## src/hdl/vct_pkg.sv

```systemverilog
// shared constants, payload types and the arctangent table of the view cone test
package vct_pkg;

   localparam int POS_BITS      = 24;
   localparam int ANGLE_BITS    = 16;
   localparam int CORDIC_STAGES = 16;
   localparam int RANGE_BITS    = 24;
   localparam int DIR_BITS      = 16;
   localparam int HALF_BITS     = 16;
   localparam int HEAD_BITS     = 16;

   localparam int GUARD_BITS = 61 - POS_BITS;
   localparam int CW         = 64;
   localparam int ACC_W      = 32;
   localparam int ITER       = (CORDIC_STAGES < 24) ? CORDIC_STAGES : 24;
   localparam int PREP_DEPTH = 3;
   localparam int PIPE_DEPTH = PREP_DEPTH + ITER + 1;

   localparam int DIFF_W = POS_BITS + 1;
   localparam int MAG_W  = POS_BITS;
   localparam int CMP_W  = (POS_BITS > RANGE_BITS) ? POS_BITS : RANGE_BITS;
   localparam int SQ_W   = 2 * CMP_W + 1;
   localparam int LIM_W  = (ANGLE_BITS + 1 > HALF_BITS) ? ANGLE_BITS + 1 : HALF_BITS;

   localparam logic [ACC_W-1:0] QUARTER_TURN       = ACC_W'(1) << (ACC_W - 2);
   localparam logic [ACC_W-1:0] THREE_QUARTER_TURN = ACC_W'(3) << (ACC_W - 2);
   localparam logic [ACC_W-1:0] ROUND_HALF         = ACC_W'(1) << (ACC_W - 1 - ANGLE_BITS);
   localparam logic [LIM_W-1:0] AGENT_LIMIT        = LIM_W'(3) << (ANGLE_BITS - 3);
   localparam logic [LIM_W-1:0] ANGLE_WRAP         = LIM_W'(1) << ANGLE_BITS;

   localparam logic KIND_PLAYER = 1'b0;
   localparam logic KIND_AGENT  = 1'b1;

   typedef struct packed {
      logic                        kind;
      logic signed [POS_BITS-1:0]  observer_x;
      logic signed [POS_BITS-1:0]  observer_z;
      logic [RANGE_BITS-1:0]       view_range;
      logic [HALF_BITS-1:0]        half_angle;
      logic signed [HEAD_BITS-1:0] heading;
      logic signed [POS_BITS-1:0]  target_x;
      logic signed [POS_BITS-1:0]  target_z;
      logic signed [DIR_BITS-1:0]  target_dir_x;
      logic signed [DIR_BITS-1:0]  target_dir_z;
      logic                        is_self;
      logic                        last_in;
   } req_type;

   // fields that ride along the pipeline untouched until the decision
   typedef struct packed {
      logic                        kind;
      logic [HALF_BITS-1:0]        half_angle;
      logic signed [HEAD_BITS-1:0] heading;
      logic signed [POS_BITS-1:0]  target_x;
      logic signed [POS_BITS-1:0]  target_z;
      logic signed [DIR_BITS-1:0]  target_dir_x;
      logic signed [DIR_BITS-1:0]  target_dir_z;
      logic                        last_in;
   } side_type;

   typedef struct packed {
      logic signed [CW-1:0] u;
      logic signed [CW-1:0] v;
      logic [ACC_W-1:0]     acc;
      logic                 gate;
      side_type             side;
   } cordic_type;

   typedef struct packed {
      logic                       visible;
      logic                       kind_out;
      logic signed [POS_BITS-1:0] seen_x;
      logic signed [POS_BITS-1:0] seen_z;
      logic signed [DIR_BITS-1:0] seen_dir_x;
      logic signed [DIR_BITS-1:0] seen_dir_z;
      logic                       last_out;
   } rsp_type;

   // atan(2^-i) with a full turn at 2^32, truncated
   function automatic logic [ACC_W-1:0] atan_turn(input int idx);
      case (idx)
         0:       return 32'd536870912;
         1:       return 32'd316933405;
         2:       return 32'd167458907;
         3:       return 32'd85004756;
         4:       return 32'd42667331;
         5:       return 32'd21354465;
         6:       return 32'd10679838;
         7:       return 32'd5340245;
         8:       return 32'd2670163;
         9:       return 32'd1335086;
         10:      return 32'd667544;
         11:      return 32'd333772;
         12:      return 32'd166886;
         13:      return 32'd83443;
         14:      return 32'd41721;
         15:      return 32'd20860;
         16:      return 32'd10430;
         17:      return 32'd5215;
         18:      return 32'd2607;
         19:      return 32'd1303;
         20:      return 32'd651;
         21:      return 32'd325;
         22:      return 32'd162;
         23:      return 32'd81;
         default: return '0;
      endcase
   endfunction

endpackage

```

## src/hdl/vct_prep.sv

```systemverilog
// front stages: offsets, range check by squared distance, quarter-turn prerotation
module vct_prep (
   input  logic                clock,
   input  logic                reset,
   input  logic                in_valid,
   output logic                in_ready,
   input  vct_pkg::req_type    in_item,
   output logic                out_valid,
   input  logic                out_ready,
   output vct_pkg::cordic_type out_data
);
   import vct_pkg::*;

   // stage 1: offsets
   logic                     s1_valid_ff;
   logic signed [DIFF_W-1:0] dx_ff, dz_ff;
   logic signed [DIFF_W-1:0] dx_in, dz_in;
   logic [RANGE_BITS-1:0]    range1_ff;
   logic                     self1_ff;
   side_type                 side1_ff, side_in;
   logic                     s1_ready;

   // stage 2: squares, per-axis compares, prerotation
   logic                     s2_valid_ff;
   logic [2*MAG_W-1:0]       sqx_ff, sqz_ff, sqx_in, sqz_in;
   logic [2*RANGE_BITS-1:0]  rsq_ff, rsq_in;
   logic                     lex_ff, lez_ff, nz_ff, self2_ff;
   logic                     lex_in, lez_in, nz_in;
   logic signed [CW-1:0]     u2_ff, v2_ff, u2_in, v2_in;
   logic [ACC_W-1:0]         acc2_ff, acc2_in;
   side_type                 side2_ff;
   logic                     s2_ready;
   logic [MAG_W-1:0]         ax, az;
   logic signed [CW-1:0]     u_raw, v_raw;

   // stage 3: range decision
   logic                     s3_valid_ff;
   cordic_type               s3_ff, s3_in;
   logic                     s3_ready;

   assign s3_ready = !s3_valid_ff || out_ready;
   assign s2_ready = !s2_valid_ff || s3_ready;
   assign s1_ready = !s1_valid_ff || s2_ready;
   assign in_ready = s1_ready;

   always_comb begin
      dx_in                = DIFF_W'(in_item.target_x) - DIFF_W'(in_item.observer_x);
      dz_in                = DIFF_W'(in_item.target_z) - DIFF_W'(in_item.observer_z);
      side_in.kind         = in_item.kind;
      side_in.half_angle   = in_item.half_angle;
      side_in.heading      = in_item.heading;
      side_in.target_x     = in_item.target_x;
      side_in.target_z     = in_item.target_z;
      side_in.target_dir_x = in_item.target_dir_x;
      side_in.target_dir_z = in_item.target_dir_z;
      side_in.last_in      = in_item.last_in;
   end

   always_comb begin
      ax     = dx_ff[DIFF_W-1] ? MAG_W'(-dx_ff) : MAG_W'(dx_ff);
      az     = dz_ff[DIFF_W-1] ? MAG_W'(-dz_ff) : MAG_W'(dz_ff);
      sqx_in = (2*MAG_W)'(ax) * (2*MAG_W)'(ax);
      sqz_in = (2*MAG_W)'(az) * (2*MAG_W)'(az);
      rsq_in = (2*RANGE_BITS)'(range1_ff) * (2*RANGE_BITS)'(range1_ff);
      lex_in = CMP_W'(ax) <= CMP_W'(range1_ff);
      lez_in = CMP_W'(az) <= CMP_W'(range1_ff);
      nz_in  = (dx_ff != '0) || (dz_ff != '0);
      u_raw  = CW'(dz_ff) <<< GUARD_BITS;
      v_raw  = CW'(dx_ff) <<< GUARD_BITS;
      // vectors behind the observer get a quarter turn so the iterations converge
      if (u_raw[CW-1]) begin
         if (!v_raw[CW-1]) begin
            u2_in   = v_raw;
            v2_in   = -u_raw;
            acc2_in = QUARTER_TURN;
         end else begin
            u2_in   = -v_raw;
            v2_in   = u_raw;
            acc2_in = THREE_QUARTER_TURN;
         end
      end else begin
         u2_in   = u_raw;
         v2_in   = v_raw;
         acc2_in = '0;
      end
   end

   always_comb begin
      s3_in.u    = u2_ff;
      s3_in.v    = v2_ff;
      s3_in.acc  = acc2_ff;
      s3_in.side = side2_ff;
      s3_in.gate = !self2_ff && nz_ff && lex_ff && lez_ff &&
                   (SQ_W'(sqx_ff) + SQ_W'(sqz_ff) <= SQ_W'(rsq_ff));
   end

   always_ff @(posedge clock) begin
      if (reset) begin
         s1_valid_ff <= 1'b0;
         s2_valid_ff <= 1'b0;
         s3_valid_ff <= 1'b0;
      end else begin
         if (s1_ready) s1_valid_ff <= in_valid;
         if (s2_ready) s2_valid_ff <= s1_valid_ff;
         if (s3_ready) s3_valid_ff <= s2_valid_ff;
      end
   end

   always_ff @(posedge clock) begin
      if (s1_ready && in_valid) begin
         dx_ff     <= dx_in;
         dz_ff     <= dz_in;
         range1_ff <= in_item.view_range;
         self1_ff  <= in_item.is_self;
         side1_ff  <= side_in;
      end
      if (s2_ready && s1_valid_ff) begin
         sqx_ff   <= sqx_in;
         sqz_ff   <= sqz_in;
         rsq_ff   <= rsq_in;
         lex_ff   <= lex_in;
         lez_ff   <= lez_in;
         nz_ff    <= nz_in;
         self2_ff <= self1_ff;
         u2_ff    <= u2_in;
         v2_ff    <= v2_in;
         acc2_ff  <= acc2_in;
         side2_ff <= side1_ff;
      end
      if (s3_ready && s2_valid_ff) begin
         s3_ff <= s3_in;
      end
   end

   assign out_valid = s3_valid_ff;
   assign out_data  = s3_ff;

endmodule

```

## config.mk

```make
export PLATFORM = sky130hd
export DESIGN_NAME = vct_prep
export DESIGN_NICKNAME = d
export VERILOG_FILES = /design/src/hdl/vct_pkg.sv /design/src/hdl/vct_prep.sv
export SDC_FILE = /design/constraint.sdc
export NUM_CORES = 2
export LEC_CHECK = 0
export ABC_AREA = 1
export BUFFER_PORTS_ARGS = -buffer_cell sky130_fd_sc_hd__buf_2
export CORE_MARGIN = 2
export CORE_UTILIZATION = 59
export CTS_BUF_LIST = sky130_fd_sc_hd__clkbuf_4 sky130_fd_sc_hd__clkbuf_8
export CTS_CLUSTER_DIAMETER = 60
export CTS_CLUSTER_SIZE = 14
export DETAILED_ROUTE_END_ITERATION = 8
export GPL_ROUTABILITY_DRIVEN = 1
export PLACE_DENSITY_LB_ADDON = 0.08
export SLEW_MARGIN = 5
export SYNTH_ARGS = -nofsm -noshare
export SYNTH_HDL_FRONTEND = slang
export SYNTH_SLANG_ARGS = --single-unit
```

## constraint.sdc

```tcl
create_clock -name clock -period 8.96 [get_ports clock]
set_input_delay 0 -clock clock [delete_from_list [all_inputs] [get_ports clock]]
set_output_delay 0 -clock clock [all_outputs]
set_load 0.02 [all_outputs]
```

==> flow_summary.toml <==
[clock_tree]
cts_tree = "done"
clock_latency_ns = 0.82
cts_buffers = 75
clk_path_buf_depth = 3
clock-root-buffer = "clkbuf_8"
cts-htree-levels = 3
clk_pin_slew_worst_paths_ns = 0.09
clock_sinks = 678

[floorplan]
fp.coreArea_sq_um = 135000
io_pins = 468
rows = 135
die_y_um = 374
start_util_pct = 59.5
die_area_sq_um = 140000
fp.dieW_um = 374

[setup_path]
ff2ff_path_depth = 29
worst_ep_arrival_time_ns = 9.14
crit_slowest_cell = "edfxtp_1"
r2r-end = "sqx_ff[30]"
r2r_start = "dx_ff[0]"
slowest_delay_ns = 0.58
crit_type = "flop to flop"
crit_fanout = 8
crit_top_cell = "fa_1"
worstPathRequired_ns = 9.49
endpoint_kind = "flop"
critPathLaunchType = "flop"
r2r_slack_ns = 0.35

[hold_path]
hp-class = "input pin to flop"
hold_end = "dx_ff[0]"
min_from = "in_item[162]"
min_path_cells = 4

[yosys]
synth_area_leaders = "fa_1 (32%), edfxtp_1 (25%), ha_1 (11%)"
synthMuxAreaShare_pct = 0
synthAdderAreaFrac_pct = 42.7
synth.top_cell.area_share_pct = 31.7
synthDistinctLibCells = 61
yosys_warnings = 0
synthXorXnorAreaFrac_pct = 2.64
synth_area_sq_um = 80600
syn-mean-instance-area_sq_um = 9.43
yosysTopAreaCell = "fa_1"
synth-edff-count = 675
async_reset_ff_share_pct = 0
synth_seq_cells = 678
syn-instance-count = 8543
synth-simple-area-share_pct = 11.2
synth_compound_area_share_pct = 5.41
seq_area_frac_synth_pct = 25.2
synth_top_family_by_area = "adder cells"
synth_flop_cell = "edfxtp_1"

[timing]
tns_ns = 0
rsz0062_at_grt = "false"
slew_viol_final = 0
worst_pin_slew_ns = 1.30
finalSetupViolCount = 0
finalCriticalPeriod_ns = 8.61
maxSlewHeadroom_pct = 13.2
fmax_ghz = 0.116
hold_violations = 0
finalCritPeriodShare_pct = 96.1
final.setup_skew_ns = 0.0483

[cells_and_area]
areaGrowthSynthToFinish_pct = 11.4
multi_input_area_sq_um = 50400
drive_gt1_share_pct = 7.37
final_nets = 11500
fillers = 11000
seq_area_sq_um = 20300
post-route-cell-area_sq_um = 89700
fin_util_pct = 66.2

[drt]
ant_nets = 0
wl_per_cell_um = 21.9
routed_wl_um = 244000
drc = 2
dr_total_vias = 60300
drt-pass1-iter-count = 7
drtIter0Drc = 4933
vias_per_cell = 5.42

[global_route]
antenna_found_initial = 8
grt-ovfl-total = 0
grt_max_degree = 131
grt_pass1_vias = 64900
grt_pass1_wl_um = 374000
gr-usage-all-layers_pct = 35.6

[placed_design]
postPlaceCellArea_sq_um = 84500
hpwl_um = 198000
gp_congestion = 0.996
portBuffers = 363

[status]
violations = "DRC"
outcome = "finished, violations left"

[run]
max_cap_violations = 0
==> metal layers <==
layer  global-route usage (%)  wire [um]  up-vias
li1                         -          -    27300
met3                     6.31      19300      634
met2                     59.7     117000     2664
met5                        0         41        -
met4                     17.3      14200        6
met1                     44.7      93400    29800
==> state kept, by name, summed over array words and instances (netlist names), 2 cells and up <==
signal,count
rsq_ff,47
side1_ff,114
range1_ff,24
s3_in,114
dx_ff,25
out_data,171
acc2_ff,2
dz_ff,25
v2_ff,27
sqx_ff,47
u2_ff,27
sqz_ff,47
==> area by class of cell <==
class | instances | area share (%)
Clock inverter | 36 | 0.476
Antenna cell | 7 | 0.0195
Clock buffer | 81 | 1.21
Tap cell | 1781 | 2.48
Sequential cell | 678 | 22.7
Multi-Input combinational cell | 5342 | 56.1
Timing Repair Buffer | 846 | 7.09
Inverter | 2367 | 9.93
==> cell usage after synthesis (all sizes together) (5+ instances only) <==
cell type / n
a211oi: 9
a21boi: 14
a21o: 43
a21oi: 317
a31oi: 53
and3: 10
buf: 150
clkbuf: 111
clkinv: 14
edfxtp: 675
fa: 1274
ha: 708
inv: 2353
nand2: 1294
nand3: 140
nand3b: 8
nand4: 44
nor2: 666
nor3: 44
nor4: 20
o211ai: 13
o21a: 12
o21ai: 258
o21bai: 33
o221ai: 5
o22ai: 5
or2: 6
xnor2: 86
xor2: 156
==> cell usage in the layout, fill, tap and decap left out, types with 6 or more instances in the layout <==
master / count
a21boi_0: 14
nand4_1: 43
inv_2: 13
clkinv_1: 13
a211oi_1: 9
xnor2_1: 85
fa_1: 1274
buf_4: 125
o211ai_1: 13
edfxtp_1: 675
nor2_1: 653
inv_1: 2338
nor4_1: 19
o21ai_1: 12
a21oi_1: 312
xor2_1: 155
o21ai_0: 241
nand3b_1: 8
a31oi_1: 53
nand2_2: 18
nor2_2: 9
dlygate4sd3_1: 355
o21a_1: 12
o21bai_1: 33
nor3_1: 39
buf_2: 363
ha_1: 707
clkbuf_8: 76
clkinv_8: 9
nand2_1: 1272
nand3_1: 139
and3_1: 10
inv_8: 8
a21o_1: 43
conb_1: 106
inv_6: 6
diode_2: 7
==> through the flow <==
step	worst slack, ns	hold slack [ns]	instances
floorplan	1.01	0.0691	8648
global placement	0.263	0.177	10700
detailed placement	0.325	0.178	10700
CTS	0.226	0.106	11100
global route	0.00738	0.177	11100
finish	0.350	0.175	11100
==> what timing repair did <==
action / 4_1_cts / 5_1_grt
hold endpoints to repair: 276 / 0
setup endpoints to repair: 0 / 21
buffers inserted: 0 / 3
hold buffers: 355 / 0
gates resized for setup: 0 / 17
==> critical path, delay by kind of cell (launching register included) <==
family	cells	cell delay, ns
fa+ha+maj	9	4.13
simple gates	9	1.09
buf+inv	6	1.07
compound gates	3	0.81
xor+xnor	2	0.61
flops	1	0.58
==> kinds of logic after synthesis <==
logic type / count (synthesis)
flops: 678
compound gates: 775
other cells: 1
fa+ha+maj: 1982
simple gates: 2237
xor+xnor: 242
buf+inv: 2628
==> how the worst max path moves through the flow <==
stage                     startpoint          to  slack (ns)
final                       dx_ff[0]  sqx_ff[30]        0.35
after global routing        dz_ff[1]  sqz_ff[47]       0.007
after CTS                   dx_ff[0]  sqx_ff[30]        0.23
after detailed placement    dx_ff[0]  sqx_ff[30]        0.32
after global placement      dx_ff[0]  sqx_ff[30]        0.26
after floorplan             dz_ff[0]  sqz_ff[36]        1.01
Power is left out: the tool's default activity adds up to more than one toggle a clock period on the data nets, which glitch-free logic cannot reach.
